File: config.mk
export PLATFORM = sky130hd
export DESIGN_NAME = trapezoid_integrator
export DESIGN_NICKNAME = d
export VERILOG_FILES = /design/src/hw/rtl/tzi_pkg.sv /design/src/hw/rtl/tzi_mul.sv /design/src/hw/rtl/tzi_div.sv /design/src/hw/rtl/trapezoid_integrator.sv
export SDC_FILE = /design/constraint.sdc
export NUM_CORES = 2
export LEC_CHECK = 0
export BUFFER_PORTS_ARGS = -buffer_cell sky130_fd_sc_hd__buf_4
export CORE_MARGIN = 4
export CORE_UTILIZATION = 25
export CTS_CLUSTER_DIAMETER = 100
export DETAILED_ROUTE_END_ITERATION = 10
export GPL_ROUTABILITY_DRIVEN = 0
export PLACE_DENSITY_LB_ADDON = 0.25
export SLEW_MARGIN = 20
export SYNTH_ARGS = -nofsm -noshare
export SYNTH_HDL_FRONTEND = slang
export SYNTH_HIERARCHICAL = 1
export SYNTH_SLANG_ARGS = --single-unit
File: constraint.sdc
create_clock -name clock -period 9.05 [get_ports clock]
set_clock_uncertainty 0.15 [all_clocks]
set_input_delay 0.905 -clock clock [delete_from_list [all_inputs] [get_ports clock]]
set_output_delay 0.905 -clock clock [all_outputs]
set_load 0.02 [all_outputs]
File: src/hw/rtl/tzi_pkg.sv
// shared types and constants for the trapezoid integrator
package tzi_pkg;

   localparam int DEF_MAX_STEPS = 65536;
   localparam int DEF_FRAC_BITS = 24;
   localparam int DATA_W        = 32;
   localparam int PROD_W        = 2 * DATA_W;
   localparam int INTEGRAL_W    = 31;

   localparam logic [INTEGRAL_W-1:0] SAT_MAX = '1;

   typedef struct packed {
      logic signed [DATA_W-1:0] lower_bound;
      logic signed [DATA_W-1:0] upper_bound;
      logic signed [DATA_W-1:0] step_width;
   } req_type;

   typedef struct packed {
      logic [INTEGRAL_W-1:0] integral;
      logic                  step_overflow;
   } rsp_type;

endpackage

File: src/hw/rtl/tzi_mul.sv
// registered 32 by 32 unsigned multiplier shared by squaring and scaling
module tzi_mul (
   input  logic                        clock,
   input  logic [tzi_pkg::DATA_W-1:0]  a,
   input  logic [tzi_pkg::DATA_W-1:0]  b,
   output logic [tzi_pkg::PROD_W-1:0]  prod
);
   import tzi_pkg::*;

   logic [PROD_W-1:0] prod_ff;

   always_ff @(posedge clock) begin
      prod_ff <= PROD_W'(a) * PROD_W'(b);
   end

   assign prod = prod_ff;

endmodule

File: src/hw/rtl/tzi_div.sv
// restoring divider, one quotient bit per cycle, numerator fixed at 4 in fixed point
module tzi_div #(
   parameter int FRAC_BITS = tzi_pkg::DEF_FRAC_BITS
) (
   input  logic                     clock,
   input  logic                     reset,
   input  logic                     start,
   input  logic [63-FRAC_BITS:0]    den,
   output logic                     done,
   output logic [FRAC_BITS+2:0]     quot
);
   import tzi_pkg::*;

   localparam int DEN_W = PROD_W - FRAC_BITS;
   localparam int Q_W   = FRAC_BITS + 3;
   localparam int CNT_W = $clog2(Q_W + 1);

   logic [DEN_W-1:0] rem_ff, rem_in, den_ff;
   logic [Q_W-1:0]   quot_ff, quot_in;
   logic [CNT_W-1:0] cnt_ff, cnt_in;
   logic             done_ff, done_in;
   logic [DEN_W:0]   rem_sh, diff;

   always_comb begin
      rem_sh  = {rem_ff, 1'b0};
      diff    = rem_sh - {1'b0, den_ff};
      rem_in  = rem_ff;
      quot_in = quot_ff;
      cnt_in  = cnt_ff;
      done_in = 1'b0;
      if (start) begin
         // upper numerator bits, always below the divisor
         rem_in  = DEN_W'(1) << (FRAC_BITS - 1);
         quot_in = '0;
         cnt_in  = CNT_W'(Q_W);
      end else if (cnt_ff != '0) begin
         if (!diff[DEN_W]) begin
            rem_in  = diff[DEN_W-1:0];
            quot_in = {quot_ff[Q_W-2:0], 1'b1};
         end else begin
            rem_in  = rem_sh[DEN_W-1:0];
            quot_in = {quot_ff[Q_W-2:0], 1'b0};
         end
         cnt_in  = cnt_ff - CNT_W'(1);
         done_in = (cnt_ff == CNT_W'(1));
      end
   end

   always_ff @(posedge clock) begin
      if (reset) begin
         cnt_ff  <= '0;
         done_ff <= 1'b0;
      end else begin
         cnt_ff  <= cnt_in;
         done_ff <= done_in;
      end
      rem_ff  <= rem_in;
      quot_ff <= quot_in;
      if (start) begin
         den_ff <= den;
      end
   end

   assign done = done_ff;
   assign quot = quot_ff;

endmodule

File: src/hw/rtl/trapezoid_integrator.sv
// Trapezoid-rule integrator of 4/(1+x^2): one request in, one result out. Each sample
// of the curve is squared on the shared multiplier and then divided in the bit-serial
// divider at one quotient bit a cycle, and every sample but the lower end then passes
// the loop test. n, the count of interior samples, is at most MAX_STEPS; a request
// with a non-positive step or a lower bound not below the upper bound goes straight
// to the result step without taking a sample. busy is high from acceptance until the
// result strobe; the strobe rsp_valid lasts one cycle and cannot be stalled, so the
// receiver must take the result when it appears.
module trapezoid_integrator #(
   parameter int MAX_STEPS = tzi_pkg::DEF_MAX_STEPS,
   parameter int FRAC_BITS = tzi_pkg::DEF_FRAC_BITS
) (
   input  logic             clock,
   input  logic             reset,
   input  logic             start,
   output logic             busy,
   input  tzi_pkg::req_type req_data,
   output logic             rsp_valid,
   output tzi_pkg::rsp_type rsp_data
);
   import tzi_pkg::*;

   localparam int DEN_W = PROD_W - FRAC_BITS;
   localparam int Q_W   = FRAC_BITS + 3;
   localparam int CNT_W = $clog2(MAX_STEPS + 1);
   localparam int SUM_W = Q_W + CNT_W;
   localparam int ACC_W = PROD_W + DATA_W;
   localparam int X_W   = DATA_W + 2;
   localparam int T_W   = DATA_W + 3;

   typedef enum logic [3:0] {
      ST_IDLE, ST_SQUARE, ST_DIV_GO, ST_DIV_WAIT, ST_ACCUM, ST_TEST,
      ST_SCALE_LO, ST_SCALE_HI, ST_SCALE_ADD, ST_RESULT
   } state_type;

   typedef enum logic [1:0] {
      PH_END_LO, PH_END_HI, PH_INNER
   } phase_type;

   state_type              state_ff, state_in;
   phase_type              phase_ff, phase_in;
   logic signed [DATA_W-1:0] lo_ff, lo_in, hi_ff, hi_in, step_ff, step_in;
   logic signed [X_W-1:0]  x_ff, x_in;
   logic [SUM_W-1:0]       sum_ff, sum_in;
   logic [CNT_W-1:0]       n_ff, n_in;
   logic                   ovf_ff, ovf_in;
   logic [ACC_W-1:0]       acc_ff, acc_in;
   logic                   rsp_valid_ff, rsp_valid_in;
   rsp_type                rsp_data_ff, rsp_data_in;

   logic [DATA_W-1:0]      mul_a, mul_b, x_lo, ax;
   logic [PROD_W-1:0]      mul_prod, sum_pad;
   logic                   div_start, div_done;
   logic [DEN_W-1:0]       div_den;
   logic [Q_W-1:0]         div_quot;
   logic signed [T_W-1:0]  probe;
   logic [ACC_W-1:0]       scaled;

   tzi_mul u_mul (
      .clock (clock),
      .a     (mul_a),
      .b     (mul_b),
      .prod  (mul_prod)
   );

   tzi_div #(.FRAC_BITS(FRAC_BITS)) u_div (
      .clock (clock),
      .reset (reset),
      .start (div_start),
      .den   (div_den),
      .done  (div_done),
      .quot  (div_quot)
   );

   always_comb begin
      x_lo      = x_ff[DATA_W-1:0];
      ax        = x_lo[DATA_W-1] ? (~x_lo + DATA_W'(1)) : x_lo;
      sum_pad   = PROD_W'(sum_ff);
      div_den   = DEN_W'(mul_prod >> FRAC_BITS) + (DEN_W'(1) << FRAC_BITS);
      div_start = (state_ff == ST_DIV_GO);
      probe     = T_W'(x_ff) + T_W'(step_ff >>> 1);
      scaled    = acc_ff >> FRAC_BITS;

      mul_a = ax;
      mul_b = ax;
      if (state_ff == ST_SCALE_LO) begin
         mul_a = sum_pad[DATA_W-1:0];
         mul_b = step_ff;
      end else if (state_ff == ST_SCALE_HI) begin
         mul_a = sum_pad[PROD_W-1:DATA_W];
         mul_b = step_ff;
      end

      state_in     = state_ff;
      phase_in     = phase_ff;
      lo_in        = lo_ff;
      hi_in        = hi_ff;
      step_in      = step_ff;
      x_in         = x_ff;
      sum_in       = sum_ff;
      n_in         = n_ff;
      ovf_in       = ovf_ff;
      acc_in       = acc_ff;
      rsp_valid_in = 1'b0;
      rsp_data_in  = rsp_data_ff;

      case (state_ff)
         ST_IDLE: begin
            if (start) begin
               lo_in   = req_data.lower_bound;
               hi_in   = req_data.upper_bound;
               step_in = req_data.step_width;
               x_in    = X_W'(req_data.lower_bound);
               n_in    = '0;
               ovf_in  = 1'b0;
               acc_in  = '0;
               phase_in = PH_END_LO;
               if (req_data.step_width <= 0 ||
                   req_data.lower_bound >= req_data.upper_bound) begin
                  state_in = ST_RESULT;
               end else begin
                  state_in = ST_SQUARE;
               end
            end
         end
         ST_SQUARE:   state_in = ST_DIV_GO;
         ST_DIV_GO:   state_in = ST_DIV_WAIT;
         ST_DIV_WAIT: begin
            if (div_done) begin
               state_in = ST_ACCUM;
            end
         end
         ST_ACCUM: begin
            case (phase_ff)
               PH_END_LO: begin
                  sum_in   = SUM_W'(div_quot);
                  x_in     = X_W'(hi_ff);
                  phase_in = PH_END_HI;
                  state_in = ST_SQUARE;
               end
               PH_END_HI: begin
                  sum_in   = (sum_ff + SUM_W'(div_quot)) >> 1;
                  x_in     = X_W'(lo_ff) + X_W'(step_ff);
                  phase_in = PH_INNER;
                  state_in = ST_TEST;
               end
               default: begin
                  sum_in   = sum_ff + SUM_W'(div_quot);
                  n_in     = n_ff + CNT_W'(1);
                  x_in     = x_ff + X_W'(step_ff);
                  state_in = ST_TEST;
               end
            endcase
         end
         ST_TEST: begin
            if (probe < T_W'(hi_ff)) begin
               if (n_ff == CNT_W'(MAX_STEPS)) begin
                  ovf_in   = 1'b1;
                  state_in = ST_SCALE_LO;
               end else begin
                  state_in = ST_SQUARE;
               end
            end else begin
               state_in = ST_SCALE_LO;
            end
         end
         ST_SCALE_LO: state_in = ST_SCALE_HI;
         ST_SCALE_HI: begin
            // low partial product is out of the multiplier now
            acc_in   = ACC_W'(mul_prod);
            state_in = ST_SCALE_ADD;
         end
         ST_SCALE_ADD: begin
            acc_in   = acc_ff + {mul_prod, {DATA_W{1'b0}}};
            state_in = ST_RESULT;
         end
         ST_RESULT: begin
            rsp_valid_in              = 1'b1;
            rsp_data_in.step_overflow = ovf_ff;
            if (|scaled[ACC_W-1:INTEGRAL_W]) begin
               rsp_data_in.integral = SAT_MAX;
            end else begin
               rsp_data_in.integral = scaled[INTEGRAL_W-1:0];
            end
            state_in = ST_IDLE;
         end
         default: state_in = ST_IDLE;
      endcase
   end

   always_ff @(posedge clock) begin
      if (reset) begin
         state_ff     <= ST_IDLE;
         phase_ff     <= PH_END_LO;
         n_ff         <= '0;
         ovf_ff       <= 1'b0;
         rsp_valid_ff <= 1'b0;
      end else begin
         state_ff     <= state_in;
         phase_ff     <= phase_in;
         n_ff         <= n_in;
         ovf_ff       <= ovf_in;
         rsp_valid_ff <= rsp_valid_in;
      end
      lo_ff       <= lo_in;
      hi_ff       <= hi_in;
      step_ff     <= step_in;
      x_ff        <= x_in;
      sum_ff      <= sum_in;
      acc_ff      <= acc_in;
      rsp_data_ff <= rsp_data_in;
   end

   assign busy      = (state_ff != ST_IDLE);
   assign rsp_valid = rsp_valid_ff;
   assign rsp_data  = rsp_data_ff;

   a_accept_busy: assert property (@(posedge clock) disable iff (reset)
      start && !busy |=> busy)
      else $error("accepted request did not make the block busy");

   a_strobe_single: assert property (@(posedge clock) disable iff (reset)
      rsp_valid |=> !rsp_valid)
      else $error("result strobe held longer than one cycle");

   a_strobe_idle: assert property (@(posedge clock) disable iff (reset)
      rsp_valid |-> !busy && $past(state_ff == ST_RESULT))
      else $error("result strobe outside the result step");

   a_div_done_wait: assert property (@(posedge clock) disable iff (reset)
      div_done |-> state_ff == ST_DIV_WAIT)
      else $error("divider finished while not awaited");

   a_ovf_limit: assert property (@(posedge clock) disable iff (reset)
      rsp_valid && rsp_data.step_overflow |-> n_ff == CNT_W'(MAX_STEPS))
      else $error("step overflow flagged below the step limit");

endmodule

# Yosys cells after proc, flatten, opt, wreduce, memory -nomap -nowiden
# Index checks and enable logic that the tools add are counted.
[word_totals]
ff_bits = 504
inputBits = 99
out_inout_bits = 34
word_cells = 107
[classes]
add_sub_neg = 10
n_mul = 1
magnitude_cmp = 3
eq_ne = 18
mux = 33
bitwise_logic = 2
reduce_logical = 20
[op_table]
columns = ["operator", "n"]
rows = [
  ["case mux 96 bit (3 select lines)", 1],
  ["2-to-1 mux 32 bit", 5],
  ["case mux 34 bit (2 select lines)", 2],
  ["adder 96 bit", 1],
  ["2-to-1 mux 96 bit", 1],
  ["case mux 44 bit (2 select lines)", 1],
  ["multiplier 32 x 32 -> 64 bit", 1],
  ["adder 44 x 27 -> 44 bit", 1],
  ["OR reduction 41 bit", 1],
  ["subtractor 41 x 40 -> 41 bit", 1],
  ["adder 40 x 25 -> 40 bit (second input constant)", 1],
  ["2-to-1 mux 40 bit", 1],
  ["case mux 4 bit (9 select lines)", 1],
  ["adder 34 x 31 -> 35 bit", 1],
  ["< comparator 35 x 32 -> 1 bit", 1],
  ["adder 34 x 32 -> 34 bit", 1],
  ["2-to-1 mux 17 bit", 2],
  ["2-to-1 mux 34 bit", 1],
  ["case mux 17 bit (2 select lines)", 1],
  ["adder 32 x 32 -> 33 bit", 1],
  ["adder 32 x 1 -> 32 bit (second input constant)", 1],
  [">= comparator 32 bit", 1],
  ["less-or-equal comparator 32 x 1 -> 1 bit (second input constant)", 1],
  ["inverter 32 bit", 1],
  ["other kinds (32)", 57],
]

# Depth between registers and ports, before layout
[depth]
depth_word = 6
mapped_depth = 39
mapped_depth_nobuf = 37

# By module
# Netlist, hierarchy kept.
[modules_own_cells]
columns = ["module", "n_inst", "cells_per_inst", "area_each_um2", "seq_area_each_um2"]
rows = [
  ["tzi_mul", 1, 3750, 34689.5, 1281.2],
  ["trapezoid_integrator", 1, 2865, 25325.5, 8848.5],
  ["tzi_div", 1, 766, 6657.6, 2662.6],
]

# Worst setup path before layout
# No wires, ideal clock.
[synth_timing]
kind = "flip-flop to flip-flop"
start = "register x_ff[12]"
end = "register u_mul.prod_ff[58] (netlist: u_mul/prod[58])"
setup_time_ps = 127
arrival_time_ps = 9289
required_ps = 8773
setup_slack_ps = -516
stages_incl_launch_ff = 34
n_path_buf = 1
synth_period_minus_slack_ps = 9566
path_cell_list = "edfxtp_1 > or4_4 > nor4_4 > nand4_1 > or2_1 > or3b_4 > or3_4 > o31ai_4 > xnor2_1 > nor2_1 > nor2_1 > clkbuf_1 > nand2_1 > fa_1 > inv_1 > fa_1 > inv_1 > fa_1 > fa_1 > inv_1 > fa_1 > fa_1 > fa_1 > fa_1 > ha_1 > a21o_1 > a21o_1 > a221oi_1 > o21ai_0 > a211oi_1 > o31ai_4 > a22oi_1 > a31oi_1 > xor2_1"
[synth_between]
elab_chain_len = 6
elab_cells_between_ends = 8
cone_classes = "add/sub: 1; mul: 1; mux: 5; bitwise: 1"
[synth_lines]
columns = ["element", "line", "text"]
rows = [
  ["start, declared", "trapezoid_integrator.sv:43", "logic signed [X_W-1:0] x_ff, x_in;"],
  ["start signal, assigned", "trapezoid_integrator.sv:208", "x_ff <= x_in;"],
  ["inverter 32 bit", "trapezoid_integrator.sv:77", "ax = x_lo[DATA_W-1] ? (~x_lo + DATA_W'(1)) : x_lo;"],
  ["adder 32 x 1 -> 32 bit", "trapezoid_integrator.sv:77", ""],
  ["2-to-1 mux 32 bit", "trapezoid_integrator.sv:77", ""],
  ["2-to-1 mux 32 bit", "trapezoid_integrator.sv:89", "end else if (state_ff == ST_SCALE_HI) begin"],
  ["2-to-1 mux 32 bit", "trapezoid_integrator.sv:86", "if (state_ff == ST_SCALE_LO) begin"],
  ["net mul_a[29]", "trapezoid_integrator.sv:51", "logic [DATA_W-1:0] mul_a, mul_b, x_lo, ax;"],
  ["multiplier 32 x 32 -> 64 bit", "tzi_mul.sv:13", "prod_ff <= PROD_W'(a) * PROD_W'(b);"],
  ["end signal, assigned", "tzi_mul.sv:13", ""],
  ["end, declared", "tzi_mul.sv:10", "logic [PROD_W-1:0] prod_ff;"],
]
# The timed path passes the listed nets, and every way through them passes these cells.
# A chain may end at the register's enable or synchronous reset.

# Worst setup path after layout
[layout_timing]
start = "register x_ff[13]"
end = "register u_mul.prod_ff[58] (netlist: u_mul/prod[58])"
# Same word-level chain as after synthesis.

==> results.toml <==
[status]
status = "finished, violations left"
violations = "negative setup slack"

[grt]
antenna_found_initial = 5
grt_pass1_wl_um = 345000
track_usage = 0.159
grt_start_max_net_pins = 74
gr-total-overflow = 0
first_global_vias = 57294

[floorplan]
die_y_um = 524
initial_utilization = 0.251
dieArea_sq_um = 275000
rows = 189
design.portCount = 133
core_area_sq_um = 265000
fp.dieW_um = 524

[logic_synthesis]
ys_seq_area_frac = 0.192
avgSynthCellArea_sq_um = 9.03
netlist-cell-type-count = 98
synth_nets = 8944
synth-main-ff-cell = "edfxtp_1"
yosys-top-cells-area = "fa_1, edfxtp_1, ha_1, and2_1, inv_1"
syn_area_sq_um = 66700
async_flop_share = 0
synth_top_area_share = 0.271
syn_inst = 7381
synth-edff-count = 318
ys_seq_elements = 480
yosys.area.top_type = "fa_1"
ys_warn_count = 6

[placed_design]
hpwl_um = 181000
port_buffers = 132
place_area_sq_um = 75600

[flow_run]
max-cap-violations = 0

[routing]
dr.pass1.iters = 6
detail_route.vias_per_cell = 4.70
drt_iter0_markers = 3561
avgRoutedWirePerCell_um = 19.6
drcViolationCount = 0
antenna_left = 0
wl_um = 223000
vias = 53357

[worst_setup_path]
cp-end-kind = "flip-flop"
cpMostUsedCell = "fa_1"
critPathMaxStageDelay_ns = 0.58
worstPathRequired_ns = 9.43
start_kind = "flip-flop"
crit_slowest_cell = "or4_4"
critPathMaxFanout = 6
arrival_ns = 9.98
crit_type = "reg2reg"

[timing]
slew_viol_final = 0
whs_ns = 0.260
hold_violations = 0
max_slew_margin = 0.236
setup_tns_ns = -9.41
layout_setup_ws_ns = -0.543
fmax_ghz = 0.104
worst_pin_slew_ns = 1.14
fin_crit_sh = 1.06
setup_viol = 30
fin_crit_ns = 9.59
rsz0062_at_grt = "true"

[cells_and_area]
syn2layout_area_growth_pct = 18.5
final_util = 0.298
nets = 9327
final_common_cell = "inv_1"
most-common-layout-cells = "inv_1, fa_1, nand2_1, and2_1, buf_4"
drive_gt1_frac = 0.133
fin_area_sq_um = 79000

[hold_path]
min_path_type = "in2reg"

[cts]
insertion_delay_ns = 0.69
clkTransAtPathRegs_ns = 0.07
cts_max_level = 2
clock-sinks = 480
clock_path_buffers = 3
cts_tree = "done"
ctsHoldBuffers = 0
numCtsBuffers = 59
cts_root_buffer = "clkbuf_16"
[registers in the layout, summed over array words and instances (netlist names), 34 cells and up]
| name | flops |
|---|---|
| u_div/rem_ff | 40 |
| u_div/den_ff | 40 |
| acc_ff | 72 |
| x_ff | 34 |
| sum_ff | 44 |
| u_mul/prod | 64 |
[Yosys cell counts, types with 124 or more instances]
| cell | n |
|---|---|
| and2_1 | 627 |
| o21ai_0 | 268 |
| a21oi_1 | 399 |
| a21o_1 | 161 |
| clkbuf_1 | 318 |
| dfxtp_1 | 162 |
| xnor2_1 | 203 |
| nand2_1 | 838 |
| nor2_1 | 411 |
| ha_1 | 562 |
| fa_1 | 902 |
| xor2_1 | 124 |
| edfxtp_1 | 318 |
| inv_1 | 1037 |
[metrics by stage]
| step | setup slack (ns) | cells |
|---|---|---|
| after CTS | -0.499 | 11338 |
| after floorplan | -0.188 | 7381 |
| after detailed placement | -0.688 | 11200 |
| after global routing | -0.939 | 11347 |
| final | -0.543 | 11351 |
| after global placement | -0.774 | 11200 |
[worst paths after layout]
kind | from | endpoint | slack (ns) | cells past startpoint
worst max-delay path | x_ff[13] | u_mul/prod[58] | -0.54 | 33
worst min-delay path | req_data[55] | hi_ff[23] | 0.26 | 1
worst max register to register | x_ff[13] | u_mul/prod[58] | -0.54 | 33
worst min register to register | u_div/rem_ff[0] | u_div/rem_ff[0] | 0.34 | 2
[final cells by class]
type / count / area [sq um]
Timing Repair Buffer: 671 / 6030
Inverter: 1039 / 3900
Fill cell: 28137 / 186000
Sequential cell: 480 / 12800
Multi-Input combinational cell: 5513 / 49700
Clock inverter: 44 / 502
Clock buffer: 67 / 1620
Antenna cell: 4 / 10.0
Tap cell: 3533 / 4420
[metal layers]
| layer | GRT usage | routed length (um) | up-vias |
|---|---|---|---|
| met1 | 0.219 | 103000 | 26850 |
| li1 | - | - | 24952 |
| met2 | 0.267 | 104000 | 1263 |
| met4 | 0.0390 | 5990 | 0 |
| met5 | 0 | 0 | - |
| met3 | 0.0162 | 9630 | 292 |
[timing repair]
item | CTS | global route
resized for setup | 143 | 44
setup buffers | 25 | 11
pin swaps | 69 | 47
setup endpoints to repair | 33 | 42
cloned | 2 | 0
[kinds of logic after synthesis]
group | synth area share
AOI/OAI and AO/OA | 0.125
xor gates and xnor gates | 0.0430
muxes | 0.0117
buffers and inverters | 0.0790
adders and majority gates | 0.376
DFF | 0.192
and+or+nand+nor | 0.173
[critical path, delay by kind of cell, from the launching register on]
family                   cells  cell delay [ns]
buffers and inverters        4             0.29
AND/OR/NAND/NOR              9             2.33
adder cells (fa/ha/maj)      9             4.21
flip-flops                   1             0.40
AO/OA/AOI/OAI                9             1.74
XOR/XNOR                     2             0.31
Power is left out: the tool's default activity adds up to more than one toggle a clock period on the data nets, which glitch-free logic cannot reach.
